<file path="src/rtl/core/pagb_pkg.sv">
package pagb_pkg;

    // averaged value is unsigned 0.16 fixed point; quotient keeps one more bit for saturation
    localparam int AVG_BITS  = 16;
    localparam int QBITS     = AVG_BITS + 1;
    localparam int ROOT_BITS = 8;
    localparam int CHANNELS  = 3;

    // cells: one per quotient bit, one per root bit, then the output register
    localparam int STAGES = QBITS + ROOT_BITS + 1;

    localparam int APB_AW = 3;
    localparam int APB_DW = 32;

    localparam logic [APB_AW-1:0] REG_SAMPLES = 3'd0;

    localparam logic [AVG_BITS-1:0]  SAMPLES_RESET = 16'd1;
    localparam logic [ROOT_BITS-1:0] BYTE_MAX      = 8'd255;

endpackage

</file>
<file path="src/rtl/core/pagb_sqrt_cell.sv">
// One bit of the integer square root; the square of the partial root is carried along.
module pagb_sqrt_cell #(
    parameter int S = 0
) (
    input  logic                           i_clk,
    input  logic                           i_en,
    input  logic [pagb_pkg::AVG_BITS-1:0]  i_v,
    input  logic                           i_sat,
    input  logic [pagb_pkg::ROOT_BITS-1:0] i_r,
    input  logic [pagb_pkg::AVG_BITS-1:0]  i_r2,
    output logic [pagb_pkg::AVG_BITS-1:0]  o_v,
    output logic                           o_sat,
    output logic [pagb_pkg::ROOT_BITS-1:0] o_r,
    output logic [pagb_pkg::AVG_BITS-1:0]  o_r2
);
    localparam int TW = pagb_pkg::AVG_BITS + 1;

    logic [pagb_pkg::AVG_BITS-1:0]  r_v;
    logic                           r_sat;
    logic [pagb_pkg::ROOT_BITS-1:0] r_r, n_r;
    logic [pagb_pkg::AVG_BITS-1:0]  r_r2, n_r2;
    logic [TW-1:0]                  w_t2;
    logic                           w_le;

    // (r + 2^S)^2 = r^2 + r*2^(S+1) + 2^(2S)
    always_comb begin
        w_t2 = TW'(i_r2) + (TW'(i_r) << (S + 1)) + (TW'(1) << (2 * S));
        w_le = (w_t2 <= TW'(i_v));
        n_r  = i_r;
        n_r[S] = w_le;
        n_r2 = w_le ? w_t2[pagb_pkg::AVG_BITS-1:0] : i_r2;
    end

    always_ff @(posedge i_clk) begin
        if (i_en) begin
            r_v   <= i_v;
            r_sat <= i_sat;
            r_r   <= n_r;
            r_r2  <= n_r2;
        end
    end

    assign o_v   = r_v;
    assign o_sat = r_sat;
    assign o_r   = r_r;
    assign o_r2  = r_r2;
endmodule

</file>
<file path="config.mk">
export PLATFORM = sky130hd
export DESIGN_NAME = pagb_sqrt_cell
export DESIGN_NICKNAME = d
export VERILOG_FILES = /design/src/rtl/core/pagb_pkg.sv /design/src/rtl/core/pagb_sqrt_cell.sv
export SDC_FILE = /design/constraint.sdc
export NUM_CORES = 1
export LEC_CHECK = 0
export BUFFER_PORTS_ARGS = -buffer_cell sky130_fd_sc_hd__buf_2
export CORE_UTILIZATION = 54
export DETAILED_ROUTE_END_ITERATION = 7
export GPL_TIMING_DRIVEN = 0
export HOLD_SLACK_MARGIN = 0.15
export PLACE_DENSITY = 0.85
export SYNTH_ARGS = -nofsm -noshare
export SYNTH_HDL_FRONTEND = slang
export SYNTH_SLANG_ARGS = --single-unit
export TNS_END_PERCENT = 100
</file>
<file path="constraint.sdc">
create_clock -name i_clk -period 7.2 [get_ports i_clk]
set_clock_uncertainty 0.15 [all_clocks]
set_input_delay 0.72 -clock i_clk [delete_from_list [all_inputs] [get_ports i_clk]]
set_output_delay 0.72 -clock i_clk [all_outputs]
set_load 0.02 [all_outputs]
</file>
* Word-level counts from Yosys, hierarchy flattened
Index checks and enable logic that the tools add are counted.
** Operators by class
- Muxes and demuxes :: 1
- Magnitude comparators :: 1
- Reductions and logical operators :: 0
- Bitwise logic cells :: 0
- Multipliers :: 0
- Divide/modulo/power cells :: 0
- Equality and inequality tests :: 0
- $add $sub $neg :: 2
- Shift operators :: 0
** Operators by type and width (number)
- 16-bit by 9-bit adder with 17-bit output :: 1
- 17-bit by 1-bit adder with 17-bit output (second input constant) :: 1
- 17-bit by 16-bit <= comparator with 1-bit output :: 1
- 16-bit 2-to-1 mux :: 1
** Storage, ports and cells
- Flip-flop bits (word level) :: 41
- Bits in writable memories :: 0
- Latch bits :: 0
- Bits of input ports :: 43
- Memories kept :: 0
- Word-level logic and storage cells :: 8
- Memory bits (read-only) :: 0

* Logic depth before layout (Yosys ltp)
- Depth after elaboration :: 4
- Gate-level depth with buffers :: 14

* Worst setup path before layout
Ideal clock, no wire load.
- Kind :: input -> register
- Start :: input i_r[0] (netlist name)
- End :: register r_r2, in the netlist o_r2[1] (data pin)
- Data required time :: 6.790 ns
- Buffers on the path :: 0
- Stages on the path :: 14
- Data arrival time :: 3.744 ns
- Setup slack :: 3.047 ns
- Setup time :: 0.260 ns
- Cell sequence :: ha_1 -> a21oi_1 -> o211ai_1 -> or3b_4 -> a41oi_4 -> nor2_1 -> xor2_1 -> ha_1 -> nand3_1 -> nor3_1 -> and3_1 -> o22ai_4 -> nor2_4 -> mux2_2
** On the way
- Word-level cells in the longest chain between the ends :: 4
** RTL lines
- start, declared :: RTL line pagb_sqrt_cell.sv:9 : input logic [pagb_pkg::ROOT_BITS-1:0] i_r,
- 16-bit by 9-bit adder with 17-bit output :: RTL line pagb_sqrt_cell.sv:27 : w_t2 = TW'(i_r2) + (TW'(i_r) << (S + 1)) + (TW'(1) << (2 * S));
- 17-bit by 1-bit adder with 17-bit output :: RTL line pagb_sqrt_cell.sv:27
- 17-bit by 16-bit <= comparator with 1-bit output :: RTL line pagb_sqrt_cell.sv:28 : w_le = (w_t2 <= TW'(i_v));
- net w_le :: RTL line pagb_sqrt_cell.sv:23 : logic w_le;
- 16-bit 2-to-1 mux :: RTL line pagb_sqrt_cell.sv:31 : n_r2 = w_le ? w_t2[pagb_pkg::AVG_BITS-1:0] : i_r2;
- net n_r2, one bit :: RTL line pagb_sqrt_cell.sv:21 : logic [pagb_pkg::AVG_BITS-1:0] r_r2, n_r2;
- end signal, assigned :: RTL line pagb_sqrt_cell.sv:39 : r_r2 <= n_r2;
- end, declared :: RTL line pagb_sqrt_cell.sv:21
The timed path passes the listed nets, and every way through them passes these cells.
A chain may end at the register's enable or synchronous reset.

* Worst setup path in the final report
- Start :: input i_r[0] (netlist name)
- End :: register r_r2, in the netlist o_r2[6] (data pin)
Same word-level chain as after synthesis.

==> results.py <==
metrics = {
    "clock_network": {
        "hold_buffers": 0,
        "post_cts.repair.setup_buffers": 0,
        "cts_tree": "done",
        "root_buffer": "clkbuf_8",
        "htreeDepth": 2,
        "numCtsBuffers": 5,
        "cts.sinks": 41,
        "cts_resized": 0,
        "cts.clk_slew.worst_paths_ps": 80,
        "clock_path_buffers": 2,
    },
    "logic_synthesis": {
        "syn_area_sq_um": 2410,
        "synth-xor-area-share_pct": 6.90,
        "synth_top_family_by_area": "adder cells",
        "ys_types": 37,
        "yosys.area_share.adder_pct": 13.3,
        "synth_area_leaders": "edfxtp_1, ha_1, mux2_2, xor2_1, xnor2_1",
        "synth_nets": 260,
        "syn_inst": 192,
        "synth_seq_cells": 41,
        "syn_avg_cell_area_sq_um": 12.6,
        "synthSimpleGateAreaFrac_pct": 9.28,
        "synth_compound_area_share_pct": 12.6,
        "synth_mux_area_share_pct": 3.73,
        "synth_largest_type_area_fraction_pct": 51.0,
        "ys_warn_count": 0,
        "yosysSeqAreaShare_pct": 51.0,
        "synth_top_area_cell": "edfxtp_1",
    },
    "floorplan": {
        "core_area_sq_um": 4140,
        "start_util_pct": 58.2,
        "die_h_um": 68.8,
        "die_x_um": 68.8,
        "dieArea_sq_um": 4740,
        "core.rowCount": 23,
        "ioPinCount": 84,
    },
    "place": {
        "finalWeightedCongestion": 0.845,
        "place_hpwl_um": 3890,
        "io_buffer_count": 82,
    },
    "pwr": {
        "power_frac_comb_pct": 30.7,
        "leakage_nw": 1.34,
        "p_per_area_nw_per_um2": 213,
        "p_seq_share_pct": 47.1,
        "power.switching_w": 0.000198,
        "power_frac_clock_pct": 22.2,
        "p_sw_share_pct": 31.3,
        "peakVddDrop_uv": 149,
        "power.total_w": 0.000632,
        "internal_power_w": 0.000434,
    },
    "worst_setup_path": {
        "crit_type": "input pin to flop",
        "max_stage_delay_ps": 440,
        "crit_fanout": 10,
        "worst_ep_arrival_time_ps": 4390,
        "slowest_stage": "or3b_4",
        "cp-start-kind": "input pin",
        "crit_path_frequent_cell": "ha_1",
        "path_cells": "buf_2 -> ha_1 -> a21oi_1 -> o211ai_1 -> or3b_4 -> a41oi_4 -> nor2_1 -> xor2_1 -> ha_1 -> nand3_1 -> nor3_1 -> and3_1 -> o22ai_4 -> nor2_4 -> mux2_2",
        "cp-end-kind": "flop",
        "crit_required_ps": 7090,
    },
    "min_path": {
        "hold_path.class": "input pin to flop",
    },
    "timing": {
        "setup_viol": 0,
        "finalHoldViolations": 0,
        "rsz0062_at_grt": "false",
        "slew_viol_final": 0,
        "period_share_pct": 62.4,
        "post-route-min-period_ps": 4500,
        "tns_ps": 0,
        "maxSlewHeadroom_pct": 39.0,
        "fmax_mhz": 222,
        "tightest_slew_ps": 915,
    },
    "finish": {
        "diodes": 0,
        "fin_nets": 349,
        "area_growth_pct": 23.0,
        "drive_gt1_share_pct": 37.2,
    },
    "detailed_routing": {
        "first_pass_iters": 4,
        "detail_route.wl_per_cell_um": 14.9,
        "vias_per_cell": 5.46,
        "vias": 1813,
        "drtIter0Drc": 141,
        "remaining_drc_errors": 0,
        "postRouteAntennaNets": 0,
        "drt_wl_total_um": 4940,
    },
    "grt": {
        "grt_pass1_vias": 1686,
        "grt_use_total_pct": 22.0,
        "overflow": 0,
        "grt_pass1_wl_um": 7450,
        "grt_max_degree": 42,
        "antenna_found_initial": 0,
    },
    "job": {
        "max_cap_violations": 0,
    },
    "run_status": {
        "status": "finished clean",
    },
}
## kinds of logic (layout without fill, tap and decap cells)
family                     after synthesis  in the layout
and+or+nand+nor                         43             43
DFF                                     41             41
AOI/OAI and AO/OA                       36             36
adders and majority gates               25             25
buffers and inverters                   20            110
xor gates and xnor gates                19             19
muxes                                    8              8
## synthesized netlist by cell type
cell and number:
a21o_1 6, o21a_1 1, o211ai_1 3, a221oi_1 1
xnor2_1 9, a21bo_2 1, o22ai_4 1, or4_1 1
a41oi_4 1, nor3_1 8, and2_1 1, buf_2 1
nand2_1 13, nor4_1 1, nor2_1 5, nor2_4 1
o21ai_0 3, o31ai_4 1, and3_1 3, clkbuf_1 2
xor2_1 10, ha_1 24, a221oi_4 1, edfxtp_1 41
and4_1 1, fa_1 1, nand4_1 5, a2bb2oi_1 1
mux2_2 8, a22oi_1 1, a21oi_1 12, inv_1 17
o21ba_2 1, o21bai_1 1, or3b_4 1, nand3_1 3
a31oi_1 1
## sequential cells by signal (all words and copies together) (netlist names)
signal	count
o_r2	16
o_v	16
o_r	8
o_sat	1
## layout by cell type (no fill, tap or decap), types with 2 or more instances in the layout
master	instances
nor3_1	8
a21oi_1	12
xor2_1	10
a21o_1	6
nand3_1	3
nand4_1	5
buf_2	83
clkbuf_8	5
xnor2_1	9
edfxtp_1	41
inv_1	17
o211ai_1	3
nand2_1	13
ha_1	24
and3_1	3
clkinv_1	2
o21ai_0	3
nor2_1	5
mux2_2	8
clkbuf_1	2
## critical path, delay by kind of cell
family | cells | cell delay, ps
compound gates | 4 | 860
xor+xnor | 1 | 160
fa+ha+maj | 2 | 610
buf+inv | 1 | 120
mux | 1 | 390
simple gates | 6 | 1530
## worst paths after layout
check | from | to | slack, ps | cells after the start
worst min-delay path | i_sat | o_sat | 460 | 1
worst max-delay path | i_r[0] | o_r2[6] | 2700 | 15
## area by class of cell
class | instances | area, sq um
tap | 50 | 62.6
clock buffer | 5 | 68.8
sequential | 41 | 1230
fill | 327 | 1180
timing repair buffer | 82 | 410
buffer | 3 | 12.5
multi-input combinational | 131 | 1100
inverter | 17 | 63.8
clock inverter | 3 | 12.5
## power groups by stage
stage	sequential (W)	combinational, W	clock [W]
3_5_place_dp	0.000303	0.000193	0
3_3_place_gp	0.000302	0.000185	0
2_1_floorplan	0.000336	0.0000961	0
5_1_grt	0.000300	0.000211	0.000150
6_report	0.000298	0.000194	0.000141
4_1_cts	0.000298	0.000194	0.000144
## layer usage
layer	global-route usage (%)	vias up	share of wire [%]
met2	39.8	62	52
met3	5.26	5	6.2
met5	0	-	0
met1	25.7	843	41
li1	-	903	-
met4	6.12	0	0.97
## through the flow
step                hold WS (ps)  worst slack [ps]  util (%)  area [sq um]  std cells
CTS                          461              2710      71.6          2970        332
floorplan                    669              3050         -          2410        192
global route                 454              2500      71.6          2970        332
global placement             747              2510      69.6          2890        324
detailed placement           762              2420      69.6          2890        324
finish                       464              2700      71.6          2970        332
Power figures use the tool's default switching activity.
