**src/rtl/core/pagb_pkg.sv**
```systemverilog
package pagb_pkg;

    // averaged value is unsigned 0.16 fixed point; quotient keeps one more bit for saturation
    localparam int AVG_BITS  = 16;
    localparam int QBITS     = AVG_BITS + 1;
    localparam int ROOT_BITS = 8;
    localparam int CHANNELS  = 3;

    // cells: one per quotient bit, one per root bit, then the output register
    localparam int STAGES = QBITS + ROOT_BITS + 1;

    localparam int APB_AW = 3;
    localparam int APB_DW = 32;

    localparam logic [APB_AW-1:0] REG_SAMPLES = 3'd0;

    localparam logic [AVG_BITS-1:0]  SAMPLES_RESET = 16'd1;
    localparam logic [ROOT_BITS-1:0] BYTE_MAX      = 8'd255;

endpackage

```
**src/rtl/core/pagb_div_cell.sv**
```systemverilog
// One restoring-division step: tries divisor << K against the running remainder.
module pagb_div_cell #(
    parameter int SUM_BITS = 32,
    parameter int K        = 0
) (
    input  logic                          i_clk,
    input  logic                          i_en,
    input  logic [pagb_pkg::AVG_BITS-1:0] i_div,
    input  logic [SUM_BITS-1:0]           i_rem,
    input  logic [pagb_pkg::QBITS-1:0]    i_q,
    output logic [SUM_BITS-1:0]           o_rem,
    output logic [pagb_pkg::QBITS-1:0]    o_q
);
    localparam int CW = SUM_BITS + pagb_pkg::AVG_BITS + 1;

    logic [SUM_BITS-1:0]        r_rem, n_rem;
    logic [pagb_pkg::QBITS-1:0] r_q, n_q;
    logic [CW-1:0]              w_rem_x;
    logic [CW-1:0]              w_dk;
    logic [CW-1:0]              w_diff;
    logic                       w_ge;

    always_comb begin
        w_rem_x = CW'(i_rem);
        w_dk    = CW'(i_div) << K;
        w_diff  = w_rem_x - w_dk;
        w_ge    = (w_rem_x >= w_dk);
        n_rem   = w_ge ? w_diff[SUM_BITS-1:0] : i_rem;
        n_q     = i_q;
        n_q[K]  = w_ge;
    end

    always_ff @(posedge i_clk) begin
        if (i_en) begin
            r_rem <= n_rem;
            r_q   <= n_q;
        end
    end

    assign o_rem = r_rem;
    assign o_q   = r_q;
endmodule

```
**config.mk**
```make
export PLATFORM = sky130hd
export DESIGN_NAME = pagb_div_cell
export DESIGN_NICKNAME = d
export VERILOG_FILES = /design/src/rtl/core/pagb_pkg.sv /design/src/rtl/core/pagb_div_cell.sv
export SDC_FILE = /design/constraint.sdc
export NUM_CORES = 1
export LEC_CHECK = 0
export ABC_AREA = 1
export CELL_PAD_IN_SITES_DETAIL_PLACEMENT = 0
export CELL_PAD_IN_SITES_GLOBAL_PLACEMENT = 1
export CORE_ASPECT_RATIO = 0.9
export CORE_MARGIN = 10
export CORE_UTILIZATION = 49
export DETAILED_ROUTE_END_ITERATION = 12
export DONT_BUFFER_PORTS = 1
export GPL_TIMING_DRIVEN = 0
export PLACE_DENSITY_LB_ADDON = 0.1
export SYNTH_ARGS = -nofsm -noshare
export SYNTH_HDL_FRONTEND = slang
export SYNTH_SLANG_ARGS = --single-unit
```
**constraint.sdc**
```tcl
create_clock -name i_clk -period 3.84 [get_ports i_clk]
set_input_delay 0.768 -clock i_clk [delete_from_list [all_inputs] [get_ports i_clk]]
set_output_delay 0.768 -clock i_clk [all_outputs]
set_load 0.02 [all_outputs]
```
== Yosys cells after proc, flatten, opt, wreduce, memory -nomap -nowiden ==
Index checks and enable logic that the tools add are counted.
Storage, ports and cells
  output and inout port bits: 49
  word-level logic and storage cells: 5
  bits in registers: 49
Operators by class
  magnitude comparators: 1
  muxes and demuxes: 1
  add/subtract/negate cells: 1
Operator list (number)
  $ge 32x16->1: 1
  $mux 32: 1
  $sub 32x16->32: 1

== Depth between registers and ports, before layout ==
Gate-level depths: netlist of the first run.
  depth after elaboration: 2
  mapped depth: 13
  gate-level depth less buffers: 13

== Worst setup path before layout of the first run ==
Ideal clock, no wire load.
  path kind: in2reg
  start: input i_rem[0]
  end: register r_rem[14] (netlist: o_rem[14]) (data pin)
  arrival time: 2.200 ns
  data required time: 3.585 ns
  setup time: 0.255 ns
  slack: 1.385 ns
  cell stages on the path: 12
  buffers on the path: 1
  path through: inv_1 > ha_1 > fa_1 > inv_1 > nand3_1 > nand3_2 > a21oi_2 > o21ai_4 > nor2_4 > buf_6 > nand2_1 > o21ai_2
Between the ends
  cells in the longest elaborated chain, start to end: 2
RTL lines
  from (decl): line pagb_div_cell.sv:9  | input logic [SUM_BITS-1:0] i_rem,
  $sub 32x16->32 or $ge 32x16->1 (tied branches): line pagb_div_cell.sv:26, pagb_div_cell.sv:27
  $mux 32 *: line pagb_div_cell.sv:28  | n_rem = w_ge ? w_diff[SUM_BITS-1:0] : i_rem;
  net n_rem[14]: line pagb_div_cell.sv:16  | logic [SUM_BITS-1:0] r_rem, n_rem;
  to (signal assigned): line pagb_div_cell.sv:35  | r_rem <= n_rem;
  to (decl): line pagb_div_cell.sv:16
Mark *: on every way through the listed nets, which the timed path passes. The rest lies on a longest branch.
A chain may end at the register's enable or synchronous reset.

== Worst setup path in the final report of the first run ==
  start: input i_rem[0]
  end: register r_rem[15] (netlist: o_rem[15]) (data pin)
Same word-level chain as after synthesis.

==> results_dict.tcl, run 1 <==
set metrics [dict create \
    ys_ff_latch 49 \
    outcome "finished, final reports clean" \
    die_h_um 102 \
    use_met3 0.0539 \
    internal_power_mw 0.962 \
    min_path_type "primary input to flop" \
    rsz0062_at_grt "no" \
    cp-startpoint "i_rem[0]" \
    cp.arrival_ps 2510 \
    worstPathRequired_ps 3900 \
    crit_chain "inv_1 > ha_1 > fa_1 > inv_1 > nand3_1 > nand3_2 > a21oi_2 > o21ai_4 > nor2_4 > buf_6 > o21ai_2" \
    period_share 0.638 \
    vias 3163 \
    power_mw 1.42 \
    nets 582 \
    yosysTopAreaCell "edfxtp_1" \
    hold_buffers 0 \
    grtUsageMet2 0.303 \
    cp.depth 11 \
    yosys_warnings 0 \
    cts_tree "built" \
    cap_violations 0 \
    numCtsBuffers 5 \
    ios 116 \
    overflow 0 \
    grt_max_degree 50 \
    antenna_found_initial 0 \
    clkPwrFrac 0.267 \
    crit_top_cell "inv_1" \
    routabilityCongestion 0.906 \
    ir_drop_mv 0.151 \
    power_leakage_nw 1.73 \
    tightest_slew_ps 455 \
    cpPeakStageDelay_ps 330 \
    worstPathMaxFanout 10 \
    ctsResizeCount 0 \
    worst_setup_path_end_kind "flop" \
    slew_violations 0 \
    grt_pass1_vias 3104 \
    h-tree-depth 2 \
    seq_power_share 0.536 \
    synth_top_area_share 0.398 \
    crit_type "primary input to flop" \
    start_util 0.515 \
    tns_ps 0 \
    diodes 0 \
    wl_mm 10.8 \
    yosysSeqAreaShare 0.398 \
    hold_viol_final 0 \
    drt_iter0_markers 165 \
    swShare 0.321 \
    die-width_um 112 \
    postCtsSetupBuffers 0 \
    drive_above_1_share 0.0962 \
    hpwlAfterDp_mm 9.07 \
    cts-root-buf "clkbuf_8" \
    grt_busiest_layer "met2" \
    endpoint "o_rem[15]" \
    drt-vias-per-instance 5.34 \
    met1_usage 0.238 \
    syn-cell-area_um2 3700 \
    fin_hold_ws_ps 555 \
    synth_cells 491 \
    antenna_left 0 \
    drcViolationCount 0 \
    avgSynthCellArea_um2 7.54 \
    synth_nets 575 \
    setup_violations 0 \
    fmax_mhz 408 \
    power.density_nw_per_um2 361 \
    slew_headroom 0.694 \
    grt_pass1_wl_mm 16.8 \
    cpLargestDelayFamily "compound AO/OA/AOI/OAI gates" \
    routedWlPerCell_um 18.2 \
    die_area_um2 11400 \
    cts_sinks 49 \
    slowest_stage "a21oi_2" \
    std_cell_rows 29 \
    pwr-share-comb 0.197 \
    drtPass1Iterations 5 \
    ys_types 30 \
    area_growth_pct 6.15 \
    power.switching_mw 0.454 \
    clk_pin_slew_ps 90 \
    final_core_utilization 0.547 \
    period_minus_slack_ps 2450 \
    crit_buf_inv 3 \
    synth_area_leaders "edfxtp_1, nand2_1, inv_1" \
    portBuffers 0 \
    worstSetupStartpointType "primary input" \
    fp.coreArea_um2 7180 \
    cts_buffer_depth 2 \
    grt_use_total 0.186 \
]
[power groups by stage]
stage	clock network, mW	registers (mW)	logic (mW)
after floorplan	0	0.761	0.217
after CTS	0.387	0.764	0.279
final	0.378	0.759	0.279
after detailed placement	0	0.775	0.278
after global routing	0.412	0.767	0.322
after global placement	0	0.773	0.274
[worst min-delay path by stage]
stage | from | end | cells after the start
after detailed placement | i_q[15] | o_q[15] | 0
after global routing | i_q[3] | o_q[3] | 0
after CTS | i_q[5] | o_q[5] | 0
after global placement | i_q[15] | o_q[15] | 0
final | i_q[5] | o_q[5] | 0
after floorplan | i_q[10] | o_q[10] | 0
[logic make-up after synthesis]
logic type                 Yosys count  share of synthesized area
buffers and inverters               91                      0.101
adders and majority gates           17                     0.0595
xor gates and xnor gates            12                     0.0284
AOI/OAI and AO/OA                   51                      0.101
DFF                                 49                      0.398
and+or+nand+nor                    271                      0.312
[placed cells by master (no fill, tap or decap), types with 2 or more instances in the layout]
cell type	instances
nand2_1	163
inv_1	85
edfxtp_1	49
nor2_1	46
nand3_1	30
ha_1	16
a21oi_2	15
a21oi_1	15
o21ai_2	11
nor3_1	10
nand4_1	10
xnor2_1	8
clkbuf_8	5
buf_6	4
xor2_1	4
o21ai_0	3
o21bai_1	3
nand2_2	2
buf_2	2
nor2_4	2
nand3b_1	2
o21ai_1	2
[layer usage]
layer	vias up	wire length [µm]
met5	-	0
met4	0	111
met3	9	980
met2	114	4980
met1	1444	4690
li1	1596	-
[cell type report]
cell class	instances	area, µm²
sequential	49	1470
buffer	6	55.1
fill	704	3260
clock buffer	6	72.6
tap	93	116
clock inverter	2	38.8
multi-input combinational	351	1850
inverter	85	319
[sequential cells by signal, summed over array words and instances, names as in the netlist]
register  count
o_q          17
o_rem        32
[synth_stat cells (all sizes together)]
master and number:
buf 6, nand3b 2, xnor2 8, o21ai 17, nor2 48, nand3 31, xor2 4, nor3 11
o21bai 3, o211ai 1, and3 1, ha 16, nand2 165, nand4 11, a21oi 30, or2 2
edfxtp 49, inv 85, fa 1
[metrics by stage]
stage / std cells / instance area (µm²) / setup slack [ps]
floorplan: 491 / 3700 / 1390
global placement: 584 / 3820 / 1110
detailed placement: 584 / 3820 / 1050
CTS: 592 / 3930 / 1370
global route: 592 / 3930 / 1240
finish: 592 / 3930 / 1390
(Power assumes the default switching activity.)
==> run 2, diff against run 1 <==
Settings changed: CORE_UTILIZATION 49 to 41.
Clock period 3.84 ns to 2 ns, I/O delays scaled along.
==> run 2 against run 1 <==
Critical path depth is the same. Highest routed layer unchanged. Clock power grew 62%. Cell area grew 2.8%.
==> results_dict.tcl, run 2 (synthesis results as in run 1) <==
set metrics [dict create \
    grt_use_total 0.159 \
    slowest_stage "ha_1" \
    power_leakage_nw 1.74 \
    portBuffers 0 \
    ios 116 \
    slew_violations 0 \
    cts_buffer_depth 2 \
    crit_type "primary input to flop" \
    worstSetupStartpointType "primary input" \
    drive_above_1_share 0.142 \
    rsz0062_at_grt "yes" \
    min_to "o_q[16]" \
    crit_chain "inv_1 > ha_1 > nand2_1 > inv_1 > nand2_1 > nor2_2 > nand3_1 > nand4_2 > nor2_4 > buf_8 > o21ai_2" \
    fmax_mhz 519 \
    slew_headroom 0.694 \
    area_growth_pct 9.10 \
    worstPathMaxFanout 10 \
    cp.arrival_ps 1990 \
    worst_setup_path_end_kind "flop" \
    nets 583 \
    cts-root-buf "clkbuf_8" \
    die_h_um 110 \
    clk_pin_slew_ps 100 \
    h-tree-depth 2 \
    hpwlAfterDp_mm 8.94 \
    routabilityCongestion 0.904 \
    antenna_found_initial 0 \
    antenna_left 0 \
    routedWlPerCell_um 17.2 \
    hold_buffers 0 \
    cts_tree "built" \
    vias 3103 \
    drt_iter0_markers 164 \
    mostFrequentLayoutCells "nand2_1, inv_1, edfxtp_1" \
    power.density_nw_per_um2 651 \
    outcome "finished, final reports clean" \
    worstPathRequired_ps 2060 \
    cap_violations 0 \
    min_from "i_q[16]" \
    numCtsBuffers 5 \
    grt_pass1_vias 3137 \
    cts_sinks 49 \
    crit_buf_inv 3 \
    std_cell_rows 32 \
    setup_ws_ps 72.0 \
    power_mw 2.63 \
    cp.depth 11 \
    min_path_type "primary input to flop" \
    nFillCells 924 \
    diodes 0 \
    drcViolationCount 0 \
    fp.coreArea_um2 8690 \
    final_common_cell "nand2_1" \
    hold_depth 0 \
    start_util 0.426 \
    grt_pass1_wl_mm 16.4 \
    grt_max_degree 50 \
    wl_mm 10.6 \
    drtPass1Iterations 4 \
    largest_register_ffs 32 \
    cpPeakStageDelay_ps 350 \
    die_area_um2 13200 \
    overflow 0 \
    tightest_slew_ps 454 \
    ir_drop_mv 0.246 \
    setup_violations 0 \
    hold_viol_final 0 \
    place_ws_ps -280 \
    period_minus_slack_ps 1930 \
    cpLargestDelayFamily "simple AND/OR/NAND/NOR gates" \
    drt-vias-per-instance 5.01 \
    die-width_um 120 \
    tns_ps 0 \
    period_share 0.964 \
]
run 2: worst max path at each step:
stage / startpoint / endpoint / slack, ps
after global routing: i_div[7] / o_rem[12] / -40
after floorplan: i_rem[0] / o_rem[14] / 0.5
after detailed placement: i_div[15] / o_rem[8] / -280
after CTS: i_div[15] / o_rem[8] / 50
final: i_div[14] / o_rem[8] / 70
after global placement: i_div[15] / o_rem[18] / -270
run 2: metal layers:
layer	routed length, µm	part of all wire	GRT usage	up-vias
met3	1010	0.095	0.0605	6
li1	-	-	-	1596
met5	0	0	0	-
met4	84	0.0079	0.0379	0
met2	4670	0.44	0.254	106
met1	4860	0.46	0.199	1395
run 2: metrics by stage:
step / util / hold WS, ps / cell area (µm²) / std cells
after floorplan: - / 499 / 3740 / 491
after global placement: 0.448 / 499 / 3890 / 610
after detailed placement: 0.448 / 499 / 3890 / 610
after CTS: 0.458 / 168 / 3980 / 618
after global routing: 0.465 / 161 / 4040 / 619
final: 0.465 / 182 / 4040 / 619
run 2: layout make-up:
class | count | area [µm²] | share of cell area
Buffer | 6 | 66.3 | 0.0164
Timing Repair Buffer | 1 | 7.51 | 0.00186
Inverter | 85 | 319 | 0.0790
Clock buffer | 5 | 68.8 | 0.0170
Sequential cell | 49 | 1470 | 0.365
Multi-Input combinational cell | 351 | 1930 | 0.479
Tap cell | 119 | 149 | 0.0369
Clock inverter | 3 | 21.3 | 0.00527
run 2: power by group:
group / switching (mW) / total, mW / internal, mW / leakage, nW
Sequential: 0.179 / 1.45 / 1.28 / 0.480
Clock: 0.364 / 0.613 / 0.249 / 0.0445
Combinational: 0.351 / 0.561 / 0.210 / 1.22
run 2: timing repair:
item / CTS / global route
buffers inserted: 0 / 1
endpoints found under the setup margin: 0 / 32
gates resized for setup: 0 / 15
==> run 3, diff against run 2 <==
Settings changed: CORE_ASPECT_RATIO 0.9 to 0.75.
==> run 3 against run 2 <==
Cell count is 0.97% lower. Flip-flop and latch count stayed put. Clock power increased by 41%. Sequential power about the same. Utilization increased by 2.6 points. Sequential share of layout area fell by 1.7 points. Die area increased by 0.26%. Maximum frequency grew 0.49%. Via count about the same. Global-route usage down 0.20 points. Critical path depth is 2 higher. Hold slack improved by 14 ps. Largest power group unchanged.
==> results_dict.tcl, run 3 (synthesis results as in run 1) <==
set metrics [dict create \
    die_area_um2 13300 \
    crit_chain "inv_2 > ha_2 > fa_2 > inv_2 > nand3_2 > nand3_4 > a21oi_4 > o21ai_4 > nor2_4 > buf_12 > buf_6 > nand2_1 > nand2_1" \
    routedWlPerCell_um 17.4 \
    slowest_stage "fa_2" \
    die-width_um 130 \
    hpwlAfterDp_mm 8.89 \
    crit_buf_inv 4 \
    drt_iter0_markers 214 \
    power_leakage_nw 1.80 \
    antenna_left 0 \
    antenna_found_initial 0 \
    fin_area_um2 4240 \
    slew_headroom 0.681 \
    tightest_slew_ps 474 \
    vias 3105 \
    ir_drop_mv 0.371 \
    cap_violations 0 \
    cp-startpoint "i_rem[0]" \
    worstSetupStartpointType "primary input" \
    grt_pass1_wl_mm 15.9 \
    rsz0062_at_grt "yes" \
    worst_setup_path_end_kind "flop" \
    final_common_cell "nand2_1" \
    hold_depth 0 \
    seq_power_share 0.498 \
    worstPathRequired_ps 2050 \
    worstPathMaxFanout 10 \
    std_cell_rows 29 \
    drcViolationCount 0 \
    period_share 0.959 \
    power.switching_mw 0.933 \
    cp.depth 13 \
    final_core_utilization 0.491 \
    period_minus_slack_ps 1920 \
    portBuffers 0 \
    cts_tree "built" \
    internal_power_mw 1.99 \
    clkPwrFrac 0.297 \
    min_path_type "primary input to flop" \
    fp.coreArea_um2 8640 \
    area_growth_pct 14.5 \
    largest_register_ffs 32 \
    routabilityCongestion 0.900 \
    numCtsBuffers 5 \
    cts_sinks 49 \
    ios 116 \
    cp.arrival_ps 1960 \
    min_from "i_q[11]" \
    outcome "finished, final reports clean" \
    grt_use_total 0.157 \
    fmax_mhz 521 \
    pwr-share-comb 0.205 \
    wl_mm 10.7 \
    hold_viol_final 0 \
    cts_buffer_depth 2 \
    slew_violations 0 \
    die_h_um 102 \
    h-tree-depth 2 \
    placed_cell_area_um2 3870 \
    start_util 0.428 \
    drive_above_1_share 0.170 \
    mostFrequentLayoutCells "nand2_1, inv_1, edfxtp_1" \
    diodes 0 \
    nets 588 \
    drt-vias-per-instance 5.07 \
    grt_max_degree 50 \
    clk_pin_slew_ps 70 \
    overflow 0 \
    crit_type "primary input to flop" \
    grt_pass1_vias 3006 \
    swShare 0.319 \
    cpLargestDelayFamily "adder cells" \
    power.density_nw_per_um2 689 \
    cpPeakStageDelay_ps 360 \
    cts-root-buf "clkbuf_16" \
    drtPass1Iterations 4 \
    setup_violations 0 \
]
[run 3: cell count changes in the layout (fill, tap and decap cells not counted), sizes merged]
cell and change:
clkbuf +1, clkinv -1, buf +4, clkinvlp +1
[run 3: what timing repair did]
| item | CTS | global route |
|---|---|---|
| buffers inserted | 0 | 5 |
| hold buffers | 0 | 0 |
| setup endpoints to repair | 0 | 32 |
| gates resized for setup | 0 | 27 |
[run 3: stage by stage]
step	cells	total power [mW]	hold WS [ps]	worst slack [ps]	TNS (ps)
floorplan	491	1.89	499	0.492	0
global placement	599	2.02	499	-289	-7980
detailed placement	599	2.03	499	-303	-8830
CTS	607	2.91	189	10.1	0
global route	613	3.08	184	-9.07	-13.3
finish	613	2.92	196	81.4	0
[run 3: layer usage]
| metal | up-vias | share of wire | track usage |
|---|---|---|---|
| met1 | 1388 | 0.48 | 0.210 |
| met2 | 104 | 0.42 | 0.244 |
| met3 | 4 | 0.093 | 0.0517 |
| met4 | 0 | 0.0053 | 0.0259 |
| li1 | 1609 | - | - |
| met5 | - | 0 | 0 |
[run 3: worst paths after layout]
kind,endpoint,slack (ps)
worst max-delay path,o_rem[11],80
worst min-delay path,o_q[11],200
[run 3: layout make-up]
cell class	count	area [µm²]
timing repair buffer	6	75.1
inverter	85	319
multi-input combinational	351	2020
tap	108	135
sequential	49	1470
clock buffer	5	125
clock inverter	3	26.3
buffer	6	62.6
fill	843	4400
[run 3: power by group through the flow]
stage	Clock (mW)	Sequential [mW]	Combinational, mW
floorplan	0	1.46	0.427
detailed placement	0	1.48	0.541
CTS	0.905	1.46	0.544
global placement	0	1.48	0.538
finish	0.867	1.45	0.599
global route	0.933	1.47	0.676
